===== config.mk =====
export PLATFORM = sky130hd
export DESIGN_NAME = rgbe_shared_exponent_codec_flat
export DESIGN_NICKNAME = d
export VERILOG_FILES = /design/src/design/rgbe_pkg.sv /design/src/design/rgbe_stream_if.sv /design/src/design/rgbe_shared_exponent_codec.sv /design/src/flat_wrapper.sv
export SDC_FILE = /design/constraint.sdc
export NUM_CORES = 1
export LEC_CHECK = 0
export ABC_AREA = 1
export BUFFER_PORTS_ARGS = -buffer_cell sky130_fd_sc_hd__buf_2
export CAP_MARGIN = 20
export CORE_MARGIN = 3
export CORE_UTILIZATION = 60
export CTS_CLUSTER_DIAMETER = 80
export DETAILED_ROUTE_END_ITERATION = 8
export PLACE_DENSITY_LB_ADDON = 0.2
export SYNTH_ARGS = -nofsm -noshare
export SYNTH_HDL_FRONTEND = slang
export SYNTH_SLANG_ARGS = --single-unit
export TNS_END_PERCENT = 5

===== constraint.sdc =====
create_clock -name i_clk -period 18.6 [get_ports i_clk]
set_clock_uncertainty 0.15 [all_clocks]
set_input_delay 2.79 -clock i_clk [delete_from_list [all_inputs] [get_ports i_clk]]
set_output_delay 2.79 -clock i_clk [all_outputs]
set_load 0.005 [all_outputs]

===== src/design/rgbe_pkg.sv =====
package rgbe_pkg;
    localparam logic CMD_ENCODE = 1'b0;
    localparam logic CMD_DECODE = 1'b1;
    localparam int   EXCESS     = 128;

    typedef struct packed {
        logic        command;
        logic [31:0] red_in;
        logic [31:0] green_in;
        logic [31:0] blue_in;
        logic [7:0]  mant_red_in;
        logic [7:0]  mant_green_in;
        logic [7:0]  mant_blue_in;
        logic [7:0]  expo_in;
    } t_req;

    typedef struct packed {
        logic [31:0] red_out;
        logic [31:0] green_out;
        logic [31:0] blue_out;
        logic [7:0]  mant_red_out;
        logic [7:0]  mant_green_out;
        logic [7:0]  mant_blue_out;
        logic [7:0]  expo_out;
        logic        range_error;
    } t_rsp;

    // positive floats order like integers, so the tiny test is a compare of the bits
    localparam logic [30:0] TINY_BITS = 31'h0A4F_B11E; // bits of largest float <= 1e-32

    // decode one mantissa byte to float bits: (2m+1)*2^(ex-137)
    function automatic logic [31:0] dec_one(input logic [7:0] m, input logic [7:0] ex);
        logic [8:0] v;
        logic [3:0] msb;
        logic [8:0] e;
        logic [22:0] frac;
        begin
            v = {m, 1'b1};
            msb = 4'd0;
            for (int k = 0; k < 9; k++) begin
                if (v[k]) msb = 4'(k);
            end
            // value = 1.f * 2^(msb + ex - 137), biased = msb + ex - 10
            e = 9'({1'b0, ex}) + 9'(msb) - 9'd10;
            frac = 23'(({14'd0, v} << (5'd23 - 5'(msb))) & 23'h7FFFFF);
            // small exponent bytes give a denormal: fraction = v * 2^(ex+12)
            if (e[8] || e == 9'd0) dec_one = {9'd0, 23'({14'd0, v} << (ex + 8'd12))};
            else dec_one = {1'b0, e[7:0], frac};
        end
    endfunction
endpackage


===== src/design/rgbe_stream_if.sv =====
interface rgbe_stream_if #(parameter type T = logic);
    logic valid;
    logic ready;
    T     data;
    modport source(output valid, output data, input ready);
    modport sink(input valid, input data, output ready);
endinterface


===== src/design/rgbe_shared_exponent_codec.sv =====
// rgbe shared exponent codec
// channels: i_req (sink) carries one request per pixel with a command bit:
//   encode takes three float32 colors and returns three mantissa bytes,
//   an exponent byte and a range error flag; decode takes an rgbe pixel and
//   returns three float32 colors. unused result fields are zero.
// latency: four register stages, the last of which is the output register.
// throughput: one request per cycle; the four stage pipeline advances when
//   the output register is empty or being taken.
// stage 1: sign clamp, non-finite detect; stage 2: max compare;
// stage 3: range and tiny checks, decode float assembly; stage 4: shift amounts and mantissa shift.
// reset clears all stage valid bits; payload registers are not reset.
// when the receiver stalls, the whole pipeline holds and ready drops; no
//   request is lost or repeated.
module rgbe_shared_exponent_codec
    import rgbe_pkg::*;
(
    input  logic i_clk,
    input  logic i_rst_n,
    rgbe_stream_if.sink   i_req,
    rgbe_stream_if.source o_rsp
);
    logic adv;
    assign adv = !o_rsp.valid || o_rsp.ready;
    assign i_req.ready = adv;

    logic [3:0] r_vld;

    // stage 1 registers
    logic        r1_cmd, r1_nf;
    logic [30:0] r1_v [3];
    logic [7:0]  r1_m [3];
    logic [7:0]  r1_ex;
    // stage 2
    logic        r2_cmd, r2_nf;
    logic [30:0] r2_v [3];
    logic [30:0] r2_mx;
    logic [7:0]  r2_m [3];
    logic [7:0]  r2_ex;
    // stage 3
    logic        r3_cmd, r3_err, r3_zero;
    logic [30:0] r3_v [3];
    logic [7:0]  r3_mxe;
    logic [31:0] r3_f [3];
    // output
    t_rsp r_rsp;
    t_rsp n_rsp;

    always_ff @(posedge i_clk) begin
        if (!i_rst_n) r_vld <= 4'd0;
        else if (adv) r_vld <= {r_vld[2:0], i_req.valid};
    end

    // stage 1: clamp negatives, flag non-finite
    always_ff @(posedge i_clk) begin
        if (adv) begin
            r1_cmd <= i_req.data.command;
            r1_nf  <= (&i_req.data.red_in[30:23]) || (&i_req.data.green_in[30:23])
                   || (&i_req.data.blue_in[30:23]);
            r1_v[0] <= i_req.data.red_in[31]   ? 31'd0 : i_req.data.red_in[30:0];
            r1_v[1] <= i_req.data.green_in[31] ? 31'd0 : i_req.data.green_in[30:0];
            r1_v[2] <= i_req.data.blue_in[31]  ? 31'd0 : i_req.data.blue_in[30:0];
            r1_m[0] <= i_req.data.mant_red_in;
            r1_m[1] <= i_req.data.mant_green_in;
            r1_m[2] <= i_req.data.mant_blue_in;
            r1_ex   <= i_req.data.expo_in;
        end
    end

    // stage 2: largest component (positive floats compare as integers)
    logic [30:0] n_mx01;
    always_comb n_mx01 = (r1_v[1] > r1_v[0]) ? r1_v[1] : r1_v[0];
    always_ff @(posedge i_clk) begin
        if (adv) begin
            r2_cmd <= r1_cmd;
            r2_nf  <= r1_nf;
            r2_v   <= r1_v;
            r2_mx  <= (r1_v[2] > n_mx01) ? r1_v[2] : n_mx01;
            r2_m   <= r1_m;
            r2_ex  <= r1_ex;
        end
    end

    // stage 3: exponent checks, decode assembly
    always_ff @(posedge i_clk) begin
        if (adv) begin
            r3_cmd  <= r2_cmd;
            r3_err  <= r2_nf || (r2_mx[30:23] == 8'hFE);
            r3_zero <= r2_mx <= TINY_BITS;
            r3_v    <= r2_v;
            r3_mxe  <= r2_mx[30:23];
            for (int i = 0; i < 3; i++)
                r3_f[i] <= (r2_ex == 8'd0) ? 32'd0 : dec_one(r2_m[i], r2_ex);
        end
    end

    // stage 4: mantissa byte = floor(v * 2^(8-e)), e = mxe-126
    function automatic logic [7:0] enc_one(input logic [30:0] v, input logic [7:0] mxe);
        logic [8:0]  d;
        logic [23:0] sig;
        logic [31:0] sh;
        begin
            // m = sig * 2^(ve-150+8-mxe+126) = sig >> (mxe - ve + 16)
            sig = (v[30:23] == 8'd0) ? {1'b0, v[22:0]} : {1'b1, v[22:0]};
            d = 9'(mxe) - 9'((v[30:23] == 8'd0) ? 8'd1 : v[30:23]) + 9'd16;
            if (d > 9'd31) enc_one = 8'd0;
            else begin
                sh = {8'd0, sig} >> d[4:0];
                enc_one = sh[7:0];
            end
        end
    endfunction

    // result selection for the output register
    always_comb begin
        n_rsp = '0;
        if (r3_cmd == CMD_DECODE) begin
            n_rsp.red_out   = r3_f[0];
            n_rsp.green_out = r3_f[1];
            n_rsp.blue_out  = r3_f[2];
        end else if (r3_err) begin
            n_rsp.range_error = 1'b1;
        end else if (!r3_zero) begin
            n_rsp.mant_red_out   = enc_one(r3_v[0], r3_mxe);
            n_rsp.mant_green_out = enc_one(r3_v[1], r3_mxe);
            n_rsp.mant_blue_out  = enc_one(r3_v[2], r3_mxe);
            n_rsp.expo_out       = 8'(9'(r3_mxe) + 9'd2);
        end
    end

    always_ff @(posedge i_clk) begin
        if (adv) r_rsp <= n_rsp;
    end

    assign o_rsp.valid = r_vld[3];
    assign o_rsp.data  = r_rsp;
endmodule


===== src/flat_wrapper.sv =====
// flat-port wrapper written by rule: the top's interface ports become plain ports
module rgbe_shared_exponent_codec_flat import rgbe_pkg::*;
  (i_clk, i_rst_n, i_req_valid, i_req_data, i_req_ready, o_rsp_valid, o_rsp_data, o_rsp_ready);
  rgbe_stream_if #(.T(t_req)) i_req_i ();
  rgbe_stream_if #(.T(t_rsp)) o_rsp_i ();
  input  logic i_clk;
  input  logic i_rst_n;
  input wire logic [$bits(i_req_i.valid)-1:0] i_req_valid;
  input wire logic [$bits(i_req_i.data)-1:0] i_req_data;
  output wire logic [$bits(i_req_i.ready)-1:0] i_req_ready;
  output wire logic [$bits(o_rsp_i.valid)-1:0] o_rsp_valid;
  output wire logic [$bits(o_rsp_i.data)-1:0] o_rsp_data;
  input wire logic [$bits(o_rsp_i.ready)-1:0] o_rsp_ready;
  assign i_req_i.valid = i_req_valid;
  assign i_req_i.data = i_req_data;
  assign i_req_ready = i_req_i.ready;
  assign o_rsp_valid = o_rsp_i.valid;
  assign o_rsp_data = o_rsp_i.data;
  assign o_rsp_i.ready = o_rsp_ready;
  rgbe_shared_exponent_codec u_core (.i_clk(i_clk), .i_rst_n(i_rst_n), .i_req(i_req_i), .o_rsp(o_rsp_i));
endmodule

* Yosys cells after proc, flatten, opt, wreduce, memory -nomap -nowiden
Memories as Yosys holds them, arrays and structs flattened. A register that Yosys moved wholly into a read port is not among the register bits.
Index checks and enable logic that the tools add are counted.
** Cells by class
- Add/subtract/negate cells :: 17
- Multiply operators :: 0
- Divide/modulo/power cells :: 0
- Magnitude comparators :: 6
- Equality and inequality tests :: 1
- Shift-type cells :: 9
- Muxes and demuxes :: 47
- Bitwise logic cells :: 0
- Reductions and logical operators :: 25
** Operators by type and width (count)
- 32-bit two-way mux :: 6
- 31-bit two-way mux :: 5
- 24-bit two-way mux :: 3
- 24-bit by 5-bit >> shifter with 8-bit output :: 3
- 9-bit by 5-bit left shift with 23-bit output :: 3
- 9-bit by 8-bit left shift with 23-bit output :: 3
- 31-bit greater-than comparator :: 2
- 3-bit two-way mux :: 12
- 8-bit zero test :: 4
- 31-bit by 28-bit <= comparator with 1-bit output, second input constant :: 1
- 8-bit by 4-bit adder with 9-bit output :: 3
- 9-bit by 5-bit adder with 9-bit output, second input constant :: 3
- 9-bit by 5-bit greater-than comparator with 1-bit output, second input constant :: 3
- 9-bit zero test :: 3
- 8-bit by 9-bit subtractor with 9-bit output :: 3
- 9-bit by 4-bit subtractor with 9-bit output, second input constant :: 3
- 4-bit two-way mux :: 6
- 8-bit two-way mux :: 3
- 8-bit AND reduction :: 3
- 5-bit by 4-bit subtractor with 5-bit output, first input constant :: 3
- 2-bit two-way mux :: 6
- 4-bit OR reduction :: 3
- 8-bit by 2-bit adder with 8-bit output, second input constant :: 1
- 8-bit by 4-bit adder with 8-bit output, second input constant :: 1
- 5 further kinds :: 19
** Storage, ports and cells
- Bits in registers :: 426
- Latch bits :: 0
- Memory bits (writable) :: 96
- Bits in read-only memories :: 0
- Bits of input ports :: 133
- Output and inout port bits :: 131
- Word-level logic and storage cells :: 138
- Memories :: 1
** Memories
- u_core.r3_f :: depth 3, bits a word 32, read ports 3, clocked after memory_dff 3, wr ports 3, RTL line rgbe_shared_exponent_codec.sv:43 : logic [31:0] r3_f [3];

* Longest topological paths before layout
- Depth after elaboration :: 16
- Gate-level depth with buffers :: 28
- Depth with buffers taken out :: 27

* Least setup slack after synthesis
OpenSTA, ideal clock, no wires.
- Path kind :: input port to output port
- Start point :: in o_rsp_ready
- End point :: out i_req_ready
- Arrival :: 14.667 ns
- Required time :: 15.660 ns
- Slack :: 0.993 ns
- Cell stages on the path :: 2
- Buffers on the path :: 0
- Cell sequence :: nor2_1 -> inv_1
** On the way
- Cells in the longest elaborated chain, start to end :: 1
** RTL lines
- start, declared :: RTL line flat_wrapper.sv:13 : input wire logic [$bits(o_rsp_i.ready)-1:0] o_rsp_ready;
- 1-bit logical OR :: RTL line rgbe_shared_exponent_codec.sv:23 : assign adv = !o_rsp.valid || o_rsp.ready;
- end, declared :: RTL line flat_wrapper.sv:10 : output wire logic [$bits(i_req_i.ready)-1:0] i_req_ready;
Every way passes these cells.

* Final worst setup path
Same ends and word-level chain as after synthesis.

==> run summary <==
Fin crit period: 6.93 ns
Final Core Density: 69.3%
Worst setup SP type: input pin
Clock Sinks: 612
Clock insertion delay at the later pin of the skew report: 0.63 ns
P_leak: 16.4 nW
Vias in the first global route: 20800
Share of cells above drive strength 1: 13.1%
Max clock buf depth: 3
Most frequent cells in the layout: nand2_1 (745), edfxtp_1 (608), inv_1 (397)
Diode count: 0
CTS resizes: 0
Met3 usage: 3.01%
Pre-antenna DRT Iters: 5
Area contributors post-synth: edfxtp_1 (60%), nand2_1 (9.2%), ha_1 (5.8%), inv_1 (4.9%), nand3_1 (4.0%)
Routed WL: 69.3 mm
1st-iter DRT viols: 1742
Die H: 231 µm
Synth Area in Simple Gates: 19.1%
Core area: 0.0494 mm²
Yosys reg bits: 612
Pre-CTS setup slack: 11.70 ns
Largest family of logic cells by synthesized area: simple AND/OR/NAND/NOR gates
Synth Warn #: 0
Met1 Use GR: 32.5%
Power density over cell area: 136 mW/mm²
RSZ-0062 raised after global routing: no
Final net count: 3532
Gr busiest metal: met2
CP Max Fanout: 108
CTS tree: built
GR Util met2: 45.5%
Most common cell after layout, fill and taps aside: nand2_1
First-pass GRT wire length: 108 mm
Row count: 81
Total power: 4.64 mW
CP required: 15.66 ns
Post-synthesis sequential area ratio: 60.6%
Die Wd: 231 µm
Setup Buffers After CTS: 0
Detailed-route via count: 21800
Worst Hold Class: reg -> reg
Status: finished clean
Fmax: 144 MHz
Yosys top cell by area: edfxtp_1
Crit path DAT: 3.99 ns
Dpl cells: 3853
Io pins: 264
Setup-failing EPs final: 0
Mux cell area share after synthesis: 0.463%
Slew @ Worst Pin: 1.10 ns
IO buf count: 260
CTS Buf Count: 61
Post-DP HPWL: 51.2 mm
Post-Layout Inst Area: 0.0342 mm²
Crit. End Element: output port
Starting density of the core: 61.3%
Clock-pin slew on the worst setup and hold paths: 0.06 ns
Number of synthesized flops with an enable pin: 608
Worst R2R Setup Slack: 12.17 ns
Final worst slack: 11.67 ns
Synth Area in XOR/XNOR: 0.434%
Count of final max-slew check failures: 0
Fillers: 3665
Routed len/inst: 17.5 µm
Hold_ws: 0.267 ns
CTS root buffer: clkbuf_16
H-tree depth: 2
VDD IR max: 0.0000875 V
DRC viols: 0
Vias/cell: 5.50
Final Hold Fails: 0
Placer Congestion: 0.936
Grt total ovfl: 0
Async SR Flop Fraction: 0%
Die ar.: 0.0532 mm²
Cell Count, Final, Fillers Out: 3969
Synth Area in Compound Gates: 6.64%
Total negative slack: 0 ns
Mean Syn Cell Area: 10.1 µm²
Hold buffers post-CTS: 0
Routed Antenna Nets: 0
Max cap viols: 0
Setup CP Type: in -> out
Final worst path period share: 37.2%
Largest net degree at the start of global routing: 184
Initial antenna violation count: 0
Count of cell types in the netlist: 54
Ys flop type: edfxtp_1
Slew margin rel.: 26.9%
Placed instance area: 0.0321 mm²
Top-area cell type share of the netlist area: 60.3%
Synthesized cell area: 0.0303 mm²
Post-Syn Instances: 2999
Total GRT Usage: 25.8%
Area grow syn2layout: 13.1%
Post-synthesis adder-cell area fraction: 6.22%
final timing paths:
check,cells past startpoint,end,start
max,4,i_req_ready,o_rsp_ready
min reg2reg,0,u_core.r3_v[44],u_core.r2_v[44]
max reg2reg,23,u_core.r2_mx[29],u_core.r1_v[59]
min,0,u_core.r3_v[44],u_core.r2_v[44]
logic make-up after synthesis:
logic type                 Yosys count
and+or+nand+nor                   1349
DFF                                612
buffers and inverters              506
AOI/OAI and AO/OA                  355
adders and majority gates          147
xor gates and xnor gates            15
muxes                               14
other                                1
synthesized netlist by cell type (all sizes together), types with 2 or more instances:
master   count
a2111oi      2
a211oi       7
a21boi       5
a21o         2
a21oi      133
a22oi        7
a31oi        7
and2         2
buf         28
clkbuf      56
clkinv       2
dfxtp        4
edfxtp     608
fa           6
ha         141
inv        420
mux2i       14
nand2      757
nand3      247
nand3b      31
nand4       27
nor2       249
nor3         8
nor3b        6
nor4        11
nor4b        2
o211ai      13
o21a         4
o21ai      142
o221ai      15
o22ai        8
o31ai        6
or2          9
xnor2        5
xor2        10
cell type report:
cell class,count,area (µm²),share of cell area (%)
clock buffer,76,1630,4.75
clock inverter,40,463,1.35
inverter,422,1600,4.67
multi-input combinational,1883,9970,29.1
sequential,612,18300,53.6
tap,664,831,2.43
timing repair buffer,272,1400,4.10
flip-flops by register name, summed over array words and instances, names as in the netlist, 24 cells and up:
name and cells:
u_core.o_rsp.data 126, u_core.r1_v 93, u_core.r2_v 93, u_core.r3_f 93, u_core.r3_v 93, u_core.r2_mx 31
u_core.r1_m 24, u_core.r2_m 24
worst max-delay path, cell delays in order:
cell and delay [ns]:
buf_2 0.10, nor2_1 0.43, inv_8 0.38, buf_2 0.25
routing by layer:
metal  wire, µm  share of wire (%)
met2      34800                 50
met4       2820                4.1
met5          0                  0
met3       3530                5.1
met1      28200                 41
power breakdown:
part / total (mW) / leakage [nW] / internal (mW) / switching, mW
Combinational: 1.54 / 8.35 / 0.509 / 1.03
Clock: 1.27 / 1.01 / 0.748 / 0.517
Sequential: 1.83 / 7.03 / 1.74 / 0.0979
Note: power is estimated with default switching activity, not from simulation.
